<file path="src/rtl/qqwm_pkg.sv">
// Shared types, constants and a helper function for the queue quota watermark monitor.
package qqwm_pkg;

    localparam int AGE_BITS  = 16;
    localparam int FRAC_BITS = 16;
    localparam int AVG_W     = 24 + FRAC_BITS;
    localparam int HALF_W    = (AVG_W + 1) / 2;
    localparam int Q_W       = FRAC_BITS + 1;
    localparam int PROD_W    = AVG_W + Q_W;

    localparam logic [23:0] CNT24_MAX = 24'hFF_FFFF;
    localparam logic [39:0] RATE_MAX  = 40'hFF_FFFF_FFFF;
    localparam logic [Q_W-1:0] ONE_Q  = Q_W'(1) << FRAC_BITS;

    localparam logic [1:0] REQ_WRITE   = 2'd0;
    localparam logic [1:0] REQ_ENQUEUE = 2'd1;
    localparam logic [1:0] REQ_DEQUEUE = 2'd2;

    localparam logic CFG_ALERT_THRESHOLD = 1'b0;
    localparam logic CFG_SAMPLE_WEIGHT   = 1'b1;

    typedef enum logic [3:0] {
        ST_IDLE,
        ST_EXEC,
        ST_CHECK,
        ST_POW,
        ST_MUL_LO,
        ST_MUL_HI,
        ST_MUL_WB,
        ST_SUM,
        ST_FINISH
    } state_t;

    typedef enum logic [2:0] {
        M_RES,
        M_SQR,
        M_AVG,
        M_WIE,
        M_RATE
    } mop_t;

    typedef enum logic [1:0] {
        PH_ACCRUE,
        PH_BLEND,
        PH_RATE
    } phase_t;

    typedef struct packed {
        logic load;
        logic accum;
    } mac_ctl_t;

    // Ages beyond the power loop's reach are clamped to the largest exponent.
    function automatic logic [AGE_BITS-1:0] clamp_age(input logic [31:0] age);
        logic [63:0] wide;
        wide = 64'(age);
        if (wide > ((64'd1 << AGE_BITS) - 64'd1)) begin
            clamp_age = '1;
        end else begin
            clamp_age = wide[AGE_BITS-1:0];
        end
    endfunction

endpackage

</file>
<file path="src/rtl/qqwm_mac.sv">
// Shared multiplier that builds one wide product from two half-width partial products.
module qqwm_mac (
    input  logic                               aclk,
    input  qqwm_pkg::mac_ctl_t                 ctl,
    input  logic [qqwm_pkg::HALF_W-1:0]        a_part,
    input  logic [qqwm_pkg::Q_W-1:0]           b,
    output logic [qqwm_pkg::PROD_W-1:0]        acc
);

    logic [qqwm_pkg::HALF_W+qqwm_pkg::Q_W-1:0] prod;
    logic [qqwm_pkg::PROD_W-1:0]               acc_reg;
    logic [qqwm_pkg::PROD_W-1:0]               acc_next;

    assign prod = {{qqwm_pkg::Q_W{1'b0}}, a_part} * {{qqwm_pkg::HALF_W{1'b0}}, b};

    always_comb begin
        acc_next = acc_reg;
        if (ctl.load) begin
            acc_next = qqwm_pkg::PROD_W'(prod);
        end else if (ctl.accum) begin
            acc_next = acc_reg + (qqwm_pkg::PROD_W'(prod) << qqwm_pkg::HALF_W);
        end
    end

    always_ff @(posedge aclk) begin
        acc_reg <= acc_next;
    end

    assign acc = acc_reg;

endmodule

</file>
<file path="src/rtl/queue_quota_watermark_monitor.sv">
// Top level of the queue quota watermark monitor.
//
// One request enters on the s_ channel (valid/ready) and produces exactly one
// result on the m_ channel (valid/ready). The user must write configuration
// through cfg_wr_en/cfg_addr/cfg_wdata only while the block is idle; the block
// itself does not enforce this. A request that needs no decay power passes
// through the exec, check and finish states. A write that opens a new
// interval, and every request that sets a new high-water mark, runs
// square-and-multiply powers over a 16-bit age on the one shared multiplier,
// whose multiplies each pass through a low-half, a high-half and a write-back
// state. The worst request, a write that opens a new interval and sets a new
// high-water mark, runs three such powers.
// s_ready is high only in the idle state. A finished result sits in the
// output register until taken; the next request may be accepted and worked on
// meanwhile, and it waits at its end until the output register is free.
// Reset (aresetn low at a clock edge) clears all counters, the average, the
// high-water mark and the alert flag, restores the register defaults, and
// drops m_valid.
module queue_quota_watermark_monitor (
    input  logic        aclk,
    input  logic        aresetn,
    input  logic        cfg_wr_en,
    input  logic        cfg_addr,
    input  logic [23:0] cfg_wdata,
    input  logic        s_valid,
    output logic        s_ready,
    input  logic [1:0]  s_req_type,
    input  logic [15:0] s_msg_count,
    input  logic        s_pipe_attached,
    input  logic [23:0] s_pipe_unread,
    input  logic [31:0] s_interval_now,
    output logic        m_valid,
    input  logic        m_ready,
    output logic [23:0] m_total_used,
    output logic        m_new_max,
    output logic        m_alert,
    output logic [23:0] m_max_used,
    output logic [39:0] m_rate_average,
    output logic [31:0] m_writes_seen,
    output logic [31:0] m_enqueued_seen,
    output logic [31:0] m_dequeued_seen
);

    localparam int AGE_BITS  = qqwm_pkg::AGE_BITS;
    localparam int FRAC_BITS = qqwm_pkg::FRAC_BITS;
    localparam int AVG_W     = qqwm_pkg::AVG_W;
    localparam int HALF_W    = qqwm_pkg::HALF_W;
    localparam int Q_W       = qqwm_pkg::Q_W;
    localparam int PROD_W    = qqwm_pkg::PROD_W;

    qqwm_pkg::state_t state_reg, state_next;
    qqwm_pkg::mop_t   mop_reg, mop_next;
    qqwm_pkg::phase_t phase_reg, phase_next;

    logic [AGE_BITS-1:0] pow_age_reg, pow_age_next;
    logic [Q_W-1:0]      res_reg, res_next;
    logic [Q_W-1:0]      base_reg, base_next;
    logic [AVG_W-1:0]    term_reg, term_next;
    logic [AVG_W-1:0]    blend_reg, blend_next;
    logic [39:0]         rate_reg, rate_next;
    logic                new_max_reg, new_max_next;
    logic                raise_reg, raise_next;
    logic [23:0]         total_reg, total_next;

    logic [1:0]  req_reg, req_next;
    logic [15:0] num_reg, num_next;
    logic        att_reg, att_next;
    logic [23:0] unread_reg, unread_next;
    logic [31:0] now_reg, now_next;

    logic [23:0]      local_queued_reg, local_queued_next;
    logic [23:0]      high_water_reg, high_water_next;
    logic             alert_done_reg, alert_done_next;
    logic [31:0]      interval_events_reg, interval_events_next;
    logic [31:0]      events_interval_reg, events_interval_next;
    logic [31:0]      average_age_reg, average_age_next;
    logic [AVG_W-1:0] decayed_avg_reg, decayed_avg_next;
    logic [31:0]      write_total_reg, write_total_next;
    logic [31:0]      enqueue_total_reg, enqueue_total_next;
    logic [31:0]      dequeue_total_reg, dequeue_total_next;

    logic [23:0] alert_threshold_reg, alert_threshold_next;
    logic [15:0] sample_weight_reg, sample_weight_next;

    logic        m_valid_reg, m_valid_next;
    logic [23:0] m_total_used_reg, m_total_used_next;
    logic        m_new_max_reg, m_new_max_next;
    logic        m_alert_reg, m_alert_next;
    logic [23:0] m_max_used_reg, m_max_used_next;
    logic [39:0] m_rate_average_reg, m_rate_average_next;
    logic [31:0] m_writes_seen_reg, m_writes_seen_next;
    logic [31:0] m_enqueued_seen_reg, m_enqueued_seen_next;
    logic [31:0] m_dequeued_seen_reg, m_dequeued_seen_next;

    qqwm_pkg::mac_ctl_t mac_ctl;
    logic [AVG_W-1:0]   mul_a;
    logic [Q_W-1:0]     mul_b;
    logic [HALF_W-1:0]  mul_a_part;
    logic [PROD_W-1:0]  mul_acc;
    logic [AVG_W:0]     mul_q;

    logic [16+FRAC_BITS:0] decay_ext;
    logic [15+FRAC_BITS:0] weight_ext;
    logic [Q_W-1:0]        decay_q;
    logic [FRAC_BITS-1:0]  weight_q;

    logic [PROD_W:0]  blend_sum;
    logic [AVG_W-1:0] blend_val;
    logic [63:0]      q_wide;
    logic [39:0]      rate_val;
    logic [31:0]      gap;
    logic [24:0]      local_sum;
    logic [25:0]      total_raw;
    logic [23:0]      total_sat;

    // Decay base d = 1 - w and the weight w, both brought to FRAC_BITS fraction bits.
    assign decay_ext  = {(17'h10000 - {1'b0, sample_weight_reg}), {FRAC_BITS{1'b0}}};
    assign decay_q    = decay_ext[16+FRAC_BITS:16];
    assign weight_ext = {sample_weight_reg, {FRAC_BITS{1'b0}}};
    assign weight_q   = weight_ext[15+FRAC_BITS:16];

    always_comb begin
        case (mop_reg)
            qqwm_pkg::M_RES: begin
                mul_a = AVG_W'(res_reg);
                mul_b = base_reg;
            end
            qqwm_pkg::M_SQR: begin
                mul_a = AVG_W'(base_reg);
                mul_b = base_reg;
            end
            qqwm_pkg::M_AVG: begin
                mul_a = decayed_avg_reg;
                mul_b = res_reg;
            end
            qqwm_pkg::M_WIE: begin
                mul_a = AVG_W'(interval_events_reg);
                mul_b = Q_W'(weight_q);
            end
            qqwm_pkg::M_RATE: begin
                mul_a = blend_reg;
                mul_b = res_reg;
            end
            default: begin
                mul_a = '0;
                mul_b = '0;
            end
        endcase
    end

    assign mul_a_part    = (state_reg == qqwm_pkg::ST_MUL_HI)
                         ? HALF_W'(mul_a[AVG_W-1:HALF_W]) : mul_a[HALF_W-1:0];
    assign mac_ctl.load  = (state_reg == qqwm_pkg::ST_MUL_LO);
    assign mac_ctl.accum = (state_reg == qqwm_pkg::ST_MUL_HI);

    qqwm_mac u_mac (
        .aclk   (aclk),
        .ctl    (mac_ctl),
        .a_part (mul_a_part),
        .b      (mul_b),
        .acc    (mul_acc)
    );

    assign mul_q    = mul_acc[PROD_W-1:FRAC_BITS];
    assign q_wide   = 64'(mul_q);
    assign rate_val = (q_wide > 64'(qqwm_pkg::RATE_MAX)) ? qqwm_pkg::RATE_MAX : q_wide[39:0];

    assign blend_sum = {1'b0, mul_acc} + (PROD_W+1)'(term_reg);
    assign blend_val = (blend_sum[PROD_W:AVG_W] != '0) ? '1 : blend_sum[AVG_W-1:0];
    assign gap       = (now_reg > events_interval_reg) ? (now_reg - events_interval_reg) : '0;

    assign local_sum = {1'b0, local_queued_reg} + 25'(num_reg);
    assign total_raw = 26'(local_queued_reg) + 26'(att_reg ? unread_reg : 24'd0)
                     + 26'(req_reg == qqwm_pkg::REQ_WRITE);
    assign total_sat = (total_raw > 26'(qqwm_pkg::CNT24_MAX)) ? qqwm_pkg::CNT24_MAX
                     : total_raw[23:0];

    always_comb begin
        state_next           = state_reg;
        mop_next             = mop_reg;
        phase_next           = phase_reg;
        pow_age_next         = pow_age_reg;
        res_next             = res_reg;
        base_next            = base_reg;
        term_next            = term_reg;
        blend_next           = blend_reg;
        rate_next            = rate_reg;
        new_max_next         = new_max_reg;
        raise_next           = raise_reg;
        total_next           = total_reg;
        req_next             = req_reg;
        num_next             = num_reg;
        att_next             = att_reg;
        unread_next          = unread_reg;
        now_next             = now_reg;
        local_queued_next    = local_queued_reg;
        high_water_next      = high_water_reg;
        alert_done_next      = alert_done_reg;
        interval_events_next = interval_events_reg;
        events_interval_next = events_interval_reg;
        average_age_next     = average_age_reg;
        decayed_avg_next     = decayed_avg_reg;
        write_total_next     = write_total_reg;
        enqueue_total_next   = enqueue_total_reg;
        dequeue_total_next   = dequeue_total_reg;
        alert_threshold_next = alert_threshold_reg;
        sample_weight_next   = sample_weight_reg;
        m_valid_next         = m_valid_reg && !m_ready;
        m_total_used_next    = m_total_used_reg;
        m_new_max_next       = m_new_max_reg;
        m_alert_next         = m_alert_reg;
        m_max_used_next      = m_max_used_reg;
        m_rate_average_next  = m_rate_average_reg;
        m_writes_seen_next   = m_writes_seen_reg;
        m_enqueued_seen_next = m_enqueued_seen_reg;
        m_dequeued_seen_next = m_dequeued_seen_reg;

        if (cfg_wr_en) begin
            case (cfg_addr)
                qqwm_pkg::CFG_ALERT_THRESHOLD: alert_threshold_next = cfg_wdata;
                qqwm_pkg::CFG_SAMPLE_WEIGHT:   sample_weight_next   = cfg_wdata[15:0];
                default: ;
            endcase
        end

        case (state_reg)
            qqwm_pkg::ST_IDLE: begin
                if (s_valid) begin
                    req_next    = s_req_type;
                    num_next    = s_msg_count;
                    att_next    = s_pipe_attached;
                    unread_next = s_pipe_unread;
                    now_next    = s_interval_now;
                    state_next  = qqwm_pkg::ST_EXEC;
                end
            end
            qqwm_pkg::ST_EXEC: begin
                state_next = qqwm_pkg::ST_CHECK;
                case (req_reg)
                    qqwm_pkg::REQ_WRITE: begin
                        write_total_next = write_total_reg + 32'd1;
                        if (now_reg <= events_interval_reg) begin
                            if (interval_events_reg != '1) begin
                                interval_events_next = interval_events_reg + 32'd1;
                            end
                        end else begin
                            // A new interval folds the finished one into the average first.
                            phase_next   = qqwm_pkg::PH_ACCRUE;
                            pow_age_next = qqwm_pkg::clamp_age(average_age_reg);
                            res_next     = qqwm_pkg::ONE_Q;
                            base_next    = decay_q;
                            state_next   = qqwm_pkg::ST_POW;
                        end
                    end
                    qqwm_pkg::REQ_ENQUEUE: begin
                        enqueue_total_next = enqueue_total_reg + 32'(num_reg);
                        local_queued_next  = (local_sum > 25'(qqwm_pkg::CNT24_MAX))
                                           ? qqwm_pkg::CNT24_MAX : local_sum[23:0];
                    end
                    qqwm_pkg::REQ_DEQUEUE: begin
                        dequeue_total_next = dequeue_total_reg + 32'(num_reg);
                        local_queued_next  = (24'(num_reg) > local_queued_reg)
                                           ? 24'd0 : local_queued_reg - 24'(num_reg);
                    end
                    default: ;
                endcase
            end
            qqwm_pkg::ST_CHECK: begin
                total_next = total_sat;
                if ((req_reg == qqwm_pkg::REQ_WRITE || req_reg == qqwm_pkg::REQ_ENQUEUE)
                    && total_sat > high_water_reg) begin
                    high_water_next = total_sat;
                    new_max_next    = 1'b1;
                    raise_next      = (alert_threshold_reg != '0)
                                   && (total_sat >= alert_threshold_reg) && !alert_done_reg;
                    if (raise_next) begin
                        alert_done_next = 1'b1;
                    end
                    phase_next   = qqwm_pkg::PH_BLEND;
                    pow_age_next = qqwm_pkg::clamp_age(average_age_reg);
                    res_next     = qqwm_pkg::ONE_Q;
                    base_next    = decay_q;
                    state_next   = qqwm_pkg::ST_POW;
                end else begin
                    new_max_next = 1'b0;
                    raise_next   = 1'b0;
                    rate_next    = '0;
                    state_next   = qqwm_pkg::ST_FINISH;
                end
            end
            qqwm_pkg::ST_POW: begin
                state_next = qqwm_pkg::ST_MUL_LO;
                if (pow_age_reg == '0) begin
                    mop_next = (phase_reg == qqwm_pkg::PH_RATE) ? qqwm_pkg::M_RATE
                                                                 : qqwm_pkg::M_AVG;
                end else if (pow_age_reg[0]) begin
                    mop_next = qqwm_pkg::M_RES;
                end else begin
                    mop_next = qqwm_pkg::M_SQR;
                end
            end
            qqwm_pkg::ST_MUL_LO: begin
                state_next = qqwm_pkg::ST_MUL_HI;
            end
            qqwm_pkg::ST_MUL_HI: begin
                state_next = qqwm_pkg::ST_MUL_WB;
            end
            qqwm_pkg::ST_MUL_WB: begin
                case (mop_reg)
                    qqwm_pkg::M_RES: begin
                        res_next = mul_q[Q_W-1:0];
                        // The last set bit needs no further squaring of the base.
                        if (pow_age_reg[AGE_BITS-1:1] == '0) begin
                            pow_age_next = '0;
                            state_next   = qqwm_pkg::ST_POW;
                        end else begin
                            mop_next   = qqwm_pkg::M_SQR;
                            state_next = qqwm_pkg::ST_MUL_LO;
                        end
                    end
                    qqwm_pkg::M_SQR: begin
                        base_next    = mul_q[Q_W-1:0];
                        pow_age_next = pow_age_reg >> 1;
                        state_next   = qqwm_pkg::ST_POW;
                    end
                    qqwm_pkg::M_AVG: begin
                        term_next  = mul_q[AVG_W-1:0];
                        mop_next   = qqwm_pkg::M_WIE;
                        state_next = qqwm_pkg::ST_MUL_LO;
                    end
                    qqwm_pkg::M_WIE: begin
                        state_next = qqwm_pkg::ST_SUM;
                    end
                    qqwm_pkg::M_RATE: begin
                        rate_next  = rate_val;
                        state_next = qqwm_pkg::ST_FINISH;
                    end
                    default: begin
                        state_next = qqwm_pkg::ST_FINISH;
                    end
                endcase
            end
            qqwm_pkg::ST_SUM: begin
                if (phase_reg == qqwm_pkg::PH_ACCRUE) begin
                    decayed_avg_next     = blend_val;
                    average_age_next     = now_reg - events_interval_reg;
                    interval_events_next = 32'd1;
                    events_interval_next = now_reg;
                    state_next           = qqwm_pkg::ST_CHECK;
                end else begin
                    blend_next   = blend_val;
                    phase_next   = qqwm_pkg::PH_RATE;
                    pow_age_next = qqwm_pkg::clamp_age(gap);
                    res_next     = qqwm_pkg::ONE_Q;
                    base_next    = decay_q;
                    state_next   = qqwm_pkg::ST_POW;
                end
            end
            qqwm_pkg::ST_FINISH: begin
                if (!m_valid_reg || m_ready) begin
                    m_valid_next         = 1'b1;
                    m_total_used_next    = total_reg;
                    m_new_max_next       = new_max_reg;
                    m_alert_next         = raise_reg;
                    m_max_used_next      = high_water_reg;
                    m_rate_average_next  = rate_reg;
                    m_writes_seen_next   = write_total_reg;
                    m_enqueued_seen_next = enqueue_total_reg;
                    m_dequeued_seen_next = dequeue_total_reg;
                    state_next           = qqwm_pkg::ST_IDLE;
                end
            end
            default: begin
                state_next = qqwm_pkg::ST_IDLE;
            end
        endcase
    end

    always_ff @(posedge aclk) begin
        if (!aresetn) begin
            state_reg           <= qqwm_pkg::ST_IDLE;
            mop_reg             <= qqwm_pkg::M_RES;
            phase_reg           <= qqwm_pkg::PH_ACCRUE;
            local_queued_reg    <= '0;
            high_water_reg      <= '0;
            alert_done_reg      <= 1'b0;
            interval_events_reg <= '0;
            events_interval_reg <= '0;
            average_age_reg     <= 32'd1;
            decayed_avg_reg     <= '0;
            write_total_reg     <= '0;
            enqueue_total_reg   <= '0;
            dequeue_total_reg   <= '0;
            alert_threshold_reg <= '0;
            sample_weight_reg   <= 16'd6554;
            m_valid_reg         <= 1'b0;
        end else begin
            state_reg           <= state_next;
            mop_reg             <= mop_next;
            phase_reg           <= phase_next;
            local_queued_reg    <= local_queued_next;
            high_water_reg      <= high_water_next;
            alert_done_reg      <= alert_done_next;
            interval_events_reg <= interval_events_next;
            events_interval_reg <= events_interval_next;
            average_age_reg     <= average_age_next;
            decayed_avg_reg     <= decayed_avg_next;
            write_total_reg     <= write_total_next;
            enqueue_total_reg   <= enqueue_total_next;
            dequeue_total_reg   <= dequeue_total_next;
            alert_threshold_reg <= alert_threshold_next;
            sample_weight_reg   <= sample_weight_next;
            m_valid_reg         <= m_valid_next;
        end
    end

    always_ff @(posedge aclk) begin
        pow_age_reg         <= pow_age_next;
        res_reg             <= res_next;
        base_reg            <= base_next;
        term_reg            <= term_next;
        blend_reg           <= blend_next;
        rate_reg            <= rate_next;
        new_max_reg         <= new_max_next;
        raise_reg           <= raise_next;
        total_reg           <= total_next;
        req_reg             <= req_next;
        num_reg             <= num_next;
        att_reg             <= att_next;
        unread_reg          <= unread_next;
        now_reg             <= now_next;
        m_total_used_reg    <= m_total_used_next;
        m_new_max_reg       <= m_new_max_next;
        m_alert_reg         <= m_alert_next;
        m_max_used_reg      <= m_max_used_next;
        m_rate_average_reg  <= m_rate_average_next;
        m_writes_seen_reg   <= m_writes_seen_next;
        m_enqueued_seen_reg <= m_enqueued_seen_next;
        m_dequeued_seen_reg <= m_dequeued_seen_next;
    end

    assign s_ready         = (state_reg == qqwm_pkg::ST_IDLE);
    assign m_valid         = m_valid_reg;
    assign m_total_used    = m_total_used_reg;
    assign m_new_max       = m_new_max_reg;
    assign m_alert         = m_alert_reg;
    assign m_max_used      = m_max_used_reg;
    assign m_rate_average  = m_rate_average_reg;
    assign m_writes_seen   = m_writes_seen_reg;
    assign m_enqueued_seen = m_enqueued_seen_reg;
    assign m_dequeued_seen = m_dequeued_seen_reg;

endmodule

</file>
<file path="config.mk">
export PLATFORM = sky130hd
export DESIGN_NAME = queue_quota_watermark_monitor
export DESIGN_NICKNAME = d
export VERILOG_FILES = /design/src/rtl/qqwm_pkg.sv /design/src/rtl/qqwm_mac.sv /design/src/rtl/queue_quota_watermark_monitor.sv
export SDC_FILE = /design/constraint.sdc
export NUM_CORES = 2
export LEC_CHECK = 0
export ABC_AREA = 1
export BUFFER_PORTS_ARGS = -buffer_cell sky130_fd_sc_hd__clkbuf_2
export CORE_MARGIN = 5
export CORE_UTILIZATION = 60
export CTS_BUF_LIST = sky130_fd_sc_hd__clkbuf_8
export DETAILED_ROUTE_END_ITERATION = 8
export HOLD_SLACK_MARGIN = 0.08
export PLACE_DENSITY = 0.85
export SLEW_MARGIN = 20
export SYNTH_ARGS = -nofsm -noshare
export SYNTH_HDL_FRONTEND = slang
export SYNTH_SLANG_ARGS = --single-unit
</file>
<file path="constraint.sdc">
create_clock -name aclk -period 15.6 [get_ports aclk]
set_input_delay 2.34 -clock aclk [delete_from_list [all_inputs] [get_ports aclk]]
set_output_delay 2.34 -clock aclk [all_outputs]
set_load 0.05 [all_outputs]
</file>
Word-level counts from Yosys, hierarchy flattened --
Cells that the tools add are included.
Operators by class: add/subtract/negate cells 12, multipliers 1, magnitude comparators 10, equal/unequal tests 33, mux-type cells 65, bitwise operators 2, reductions and logical operators 47
Operators by type and width (count):
- 40-bit case mux with 5 select lines | 1
- 17-bit 2-to-1 mux | 10
- 32-bit 2-to-1 mux | 5
- 40-bit 2-to-1 mux | 4
- 17-bit case mux with 4 select lines | 2
- 16-bit 2-to-1 mux | 7
- 24-bit 2-to-1 mux | 4
- 40-bit case mux with 2 select lines | 1
- 37-bit 2-to-1 mux | 2
- 32-bit by 1-bit adder with 32-bit output, second input constant | 2
- 32-bit by 16-bit adder with 32-bit output | 2
- 32-bit by 16-bit greater-than comparator with 1-bit output, second input constant | 2
- 16-bit case mux with 4 select lines | 1
- 32-bit case mux with 2 select lines | 1
- 57-bit by 40-bit adder with 58-bit output | 1
- 57-bit adder | 1
- 17-bit case mux with 3 select lines | 1
- 24-bit case mux with 2 select lines | 1
- 41-bit by 40-bit greater-than comparator with 1-bit output, second input constant | 1
- 20-bit by 17-bit multiplier with 37-bit output | 1
- 4-bit case mux with 9 select lines | 1
- 32-bit greater-than comparator | 1
- 32-bit less-or-equal comparator | 1
- 32-bit inequality test, second input constant | 1
- 52 further kinds | 116
Storage, ports and cells: bits in registers 845, input port bits 105, output and inout port bits 188, logic and storage cells 210

Depth between registers and ports, before layout --
depth after elaboration 9, depth in mapped cells 51, depth with buffers taken out 49

Hierarchy --
A second synthesis with hierarchy kept.
Second synthesis, totals: cells, all modules 7435, area total of the unflattened synthesis 59263.1 µm²
Modules (own cells, without submodules):
- queue_quota_watermark_monitor | times used 1, cells each 5190, area each 43001.2 µm²
- qqwm_mac | times used 1, cells each 2245, area each 16261.8 µm²

Worst setup path before layout --
No wires, ideal clock.
path kind input to register, from input port m_ready, to register m_alert_reg, in the netlist m_alert, enable pin, arrival time 10.065 ns, required time 14.866 ns, slack 4.801 ns, cell stages on the path 2, path buffers 0, cells stage by stage nor2_1 > nor2_1
On the way: word-level cells in the longest chain between the ends 2
Ends and longest elaborated chain:
- from (decl) | line queue_quota_watermark_monitor.sv:33 | input logic m_ready,
- 1-bit logical OR | line queue_quota_watermark_monitor.sv:360 | if (!m_valid_reg || m_ready) begin
- 2-bit AND reduction (no line)
- to (signal assigned) | line queue_quota_watermark_monitor.sv:434 | m_alert_reg <= m_alert_next;
- to (decl) | line queue_quota_watermark_monitor.sv:88 | logic m_alert_reg, m_alert_next;
No other way between the ends. A chain may end at the register's enable or synchronous reset.

Worst setup path in the final report --
from register state_reg[1], to register u_mac.acc_reg (netlist bit u_mac.acc[48])
On the way: word-level cells in the longest chain between the ends 4
Ends and longest elaborated chain:
- from (decl) | line queue_quota_watermark_monitor.sv:51 | qqwm_pkg::state_t state_reg, state_next;
- from (signal assigned) | line queue_quota_watermark_monitor.sv:381 | state_reg <= qqwm_pkg::ST_IDLE;
- from (signal assigned) | line queue_quota_watermark_monitor.sv:398 | state_reg <= state_next;
- 4-bit by 3-bit equality test with 1-bit output | line queue_quota_watermark_monitor.sv:151, queue_quota_watermark_monitor.sv:154
- 20-bit 2-to-1 mux | line queue_quota_watermark_monitor.sv:152 | ? HALF_W'(mul_a[AVG_W-1:HALF_W]) : mul_a[HALF_W-1:0];
- 20-bit by 17-bit multiplier with 37-bit output | line qqwm_mac.sv:14 | assign prod = {{qqwm_pkg::Q_W{1'b0}}, a_part} * {{qqwm_pkg::HALF_W{1'b0}}, b};
- 57-bit adder | line qqwm_mac.sv:21 | acc_next = acc_reg + (qqwm_pkg::PROD_W'(prod) << qqwm_pkg::HALF_W);
- to (signal assigned) | line qqwm_mac.sv:26 | acc_reg <= acc_next;
- to (decl) | line qqwm_mac.sv:11 | logic [qqwm_pkg::PROD_W-1:0] acc_reg;
Several ways; a longest one is shown, not always the timed one.

==> summary.log <==
[outcome] run status complete, no violations
[sta] relative slew slack 23.1%
[die] I/O pin total 293
[routing] Avg WL per Cell 20.7 um
[sta] Final TNS setup 0 ps
[grt] number of antenna violations at the first check in global routing 5
[min_path] HP Start rate_reg[15]
[sta] Worst Tran Pin Value 1150 ps
[synth] synthesized netlist net count 8,017
[routing] vias 52,400
[synth] count of mapped cells out of synthesis 7,273
[grt] number of global-route vias before repair 50,600
[routing] Routed WL 186 mm
[run] max_cap viols 0
[critical_path] arrival time at the worst endpoint 11,740 ps
[critical_path] crit path launch state_reg[1]
[clock_tree] clock insertion delay at the later pin of the skew report 860 ps
[critical_path] highest-delay cell along the critical path sky130_fd_sc_hd__clkinv_1
[synth] Post-Syn Area per Cell 8.03 um2
[sta] number of endpoints with negative hold slack in the final report 0
[clock_tree] clock tree sinks 845
[synth] Synth warnings 0
[synth] cell with the most instances after synthesis sky130_fd_sc_hd__nand2_1
[synth] EDFF count, synth 494
[sta] worst clock skew 65.0 ps
[clock_tree] Max Buffers Root-to-Sink 3
[min_path] Min-Delay Path Class reg -> reg
[critical_path] FF-to-FF Start state_reg[1]
[sta] share of the clock period used by the worst path after layout 70.3%
[routing] iteration count of the initial detailed-routing pass 9
[critical_path] critical path capture point type register
[critical_path] Worst Setup Start Kind register
[die] die area 104,000 um2
[synth] post-synth top area cell sky130_fd_sc_hd__edfxtp_1
[sta] endpoints failing setup 0
[critical_path] delay contributed by the slowest stage of the critical path 850 ps
[sta] RSZ-0062 raised after global routing no
[grt] all-layer global routing usage 35.1%
[clock_tree] clk slew on worst S/H paths 70 ps
[cells_and_area] fraction of layout cells with a size suffix above 1 8.73%
[die] Initial Util 60.4%
[routing] total DRC errors in the routed layout 0
[die] Rows 114
[sta] final worst hold slack 403 ps
[placement] Final GP Congestion 1.03
[synth] number of distinct library cells after synthesis 55
[placement] detailed-placement wirelength estimate 144 mm
[critical_path] Data required, critical path 16,370 ps
[cells_and_area] net count reported at finish 8,303
[routing] DRT antenna net count 0
[critical_path] category of the most critical setup path reg -> reg
[die] die boundary height 322 um
[clock_tree] number of clock buffers inserted by TritonCTS 145
[synth] post-synthesis register bit count 845
[cells_and_area] max reg flops 57
[clock_tree] CTS H-tree lvls 4
[clock_tree] TritonCTS clock tree yes
[synth] proportion of synthesized chip area in sequential cells 37.4%
[sta] post-layout minimum cycle time 10,960 ps
[die] Chip Width 322 um
[synth] Most used DFF post-synth sky130_fd_sc_hd__edfxtp_1
[synth] async set or reset register ratio after synthesis 0%
[sta] timing-limited maximum frequency 91.2 MHz
[routing] violation count after the first detailed-routing iteration 6,155
[synth] post-synth top area share 25.4%
[die] core region area 96,700 um2
[clock_tree] Post-CTS Resized 0
[synth] largest cells by area after synthesis sky130_fd_sc_hd__edfxtp_1 (25%), sky130_fd_sc_hd__dfxtp_1 (12%), sky130_fd_sc_hd__nand2_1 (10%)
[grt] overflow left after global routing 0
[clock_tree] Clk Tree Root Cell sky130_fd_sc_hd__clkbuf_8
[synth] synth cell count leaders sky130_fd_sc_hd__nand2_1 (1,573), sky130_fd_sc_hd__inv_1 (1,239), sky130_fd_sc_hd__nor2_1 (647)
[grt] maximum number of pins on one net before global-route repair 138
[sta] Final Max Slew Viols 0
[grt] wire length of the first global-routing pass 286 mm
[routing] vias per std cell 5.85
[clock_tree] Setup Fix Bufs, Post-CTS 0
[placement] number of input and output port buffers inserted 292
[clock_tree] number of hold buffers added after CTS 0
[synth] Post-Synthesis Cell Area 58,400 um2
[critical_path] worst-path fanout max 30
[cells_and_area] Layout Area Growth over Synthesis 9.73%
[cells by family (layout without fill, tap and decap cells)]
kind of cell | count (synthesis) | count (layout) | synth area share [%]
simple gates | 2798 | 2798 | 19.9
buf+inv | 1489 | 1898 | 9.73
compound gates | 1310 | 1310 | 12.8
flops | 845 | 845 | 37.4
fa+ha+maj | 639 | 639 | 17.3
xor+xnor | 192 | 192 | 2.88
other cells | 0 | 5 | 0
[cell usage in the layout (no fill, tap or decap), types with 278 or more instances in the layout]
cell / count
sky130_fd_sc_hd__dfxtp_1: 351
sky130_fd_sc_hd__nor2_1: 638
sky130_fd_sc_hd__inv_1: 1284
sky130_fd_sc_hd__fa_1: 278
sky130_fd_sc_hd__edfxtp_1: 494
sky130_fd_sc_hd__ha_1: 361
sky130_fd_sc_hd__clkbuf_2: 291
sky130_fd_sc_hd__nand2_1: 1572
sky130_fd_sc_hd__a21oi_1: 552
sky130_fd_sc_hd__o21ai_0: 394
[layer usage]
layer | track usage, % | routed length [um] | part of all wire (%)
met1 | 46.4 | 73100 | 39
met2 | 55.3 | 83400 | 45
met3 | 7.46 | 19100 | 10
met4 | 16.9 | 10400 | 5.6
met5 | 0 | 0 | 0
[critical path: cells and delay by family, from the launching register on]
family          cells  cell delay, ps
compound gates     10            2340
xor+xnor            1             430
fa+ha+maj           8            3790
buf+inv             8            2050
flops               1             450
simple gates        9            1800
[worst paths after layout]
path,cells after the start,slack [ps],endpoint
hold / removal,0,400,m_rate_average[15]
setup reg to reg,36,4640,u_mac.acc[48]
setup / recovery,36,4640,u_mac.acc[48]
hold reg to reg,0,400,m_rate_average[15]
[metrics by stage]
| stage | utilization (%) | std cells | setup WS (ps) | cell area [um2] |
|---|---|---|---|---|
| 5_1_grt | 66.3 | 8963 | 4070 | 64100 |
| 3_5_place_dp | 63.2 | 8688 | 4990 | 61100 |
| 3_3_place_gp | 63.2 | 8688 | 4960 | 61100 |
| 2_1_floorplan | - | 7273 | 4800 | 58400 |
| 6_report | 66.3 | 8963 | 4640 | 64100 |
| 4_1_cts | 66.3 | 8958 | 4960 | 64100 |
[final cells by class]
class / count / area [um2]
Fill cell: 8015 / 32600
Multi-Input combinational cell: 4939 / 31000
Timing Repair Buffer: 343 / 1850
Sequential cell: 845 / 21900
Clock inverter: 103 / 702
Antenna cell: 5 / 12.5
Clock buffer: 167 / 2300
Tap cell: 1276 / 1600
Inverter: 1285 / 4830
Power is not shown: default switching activity piles up to over one toggle a cycle in this logic, so the estimate is an artifact.
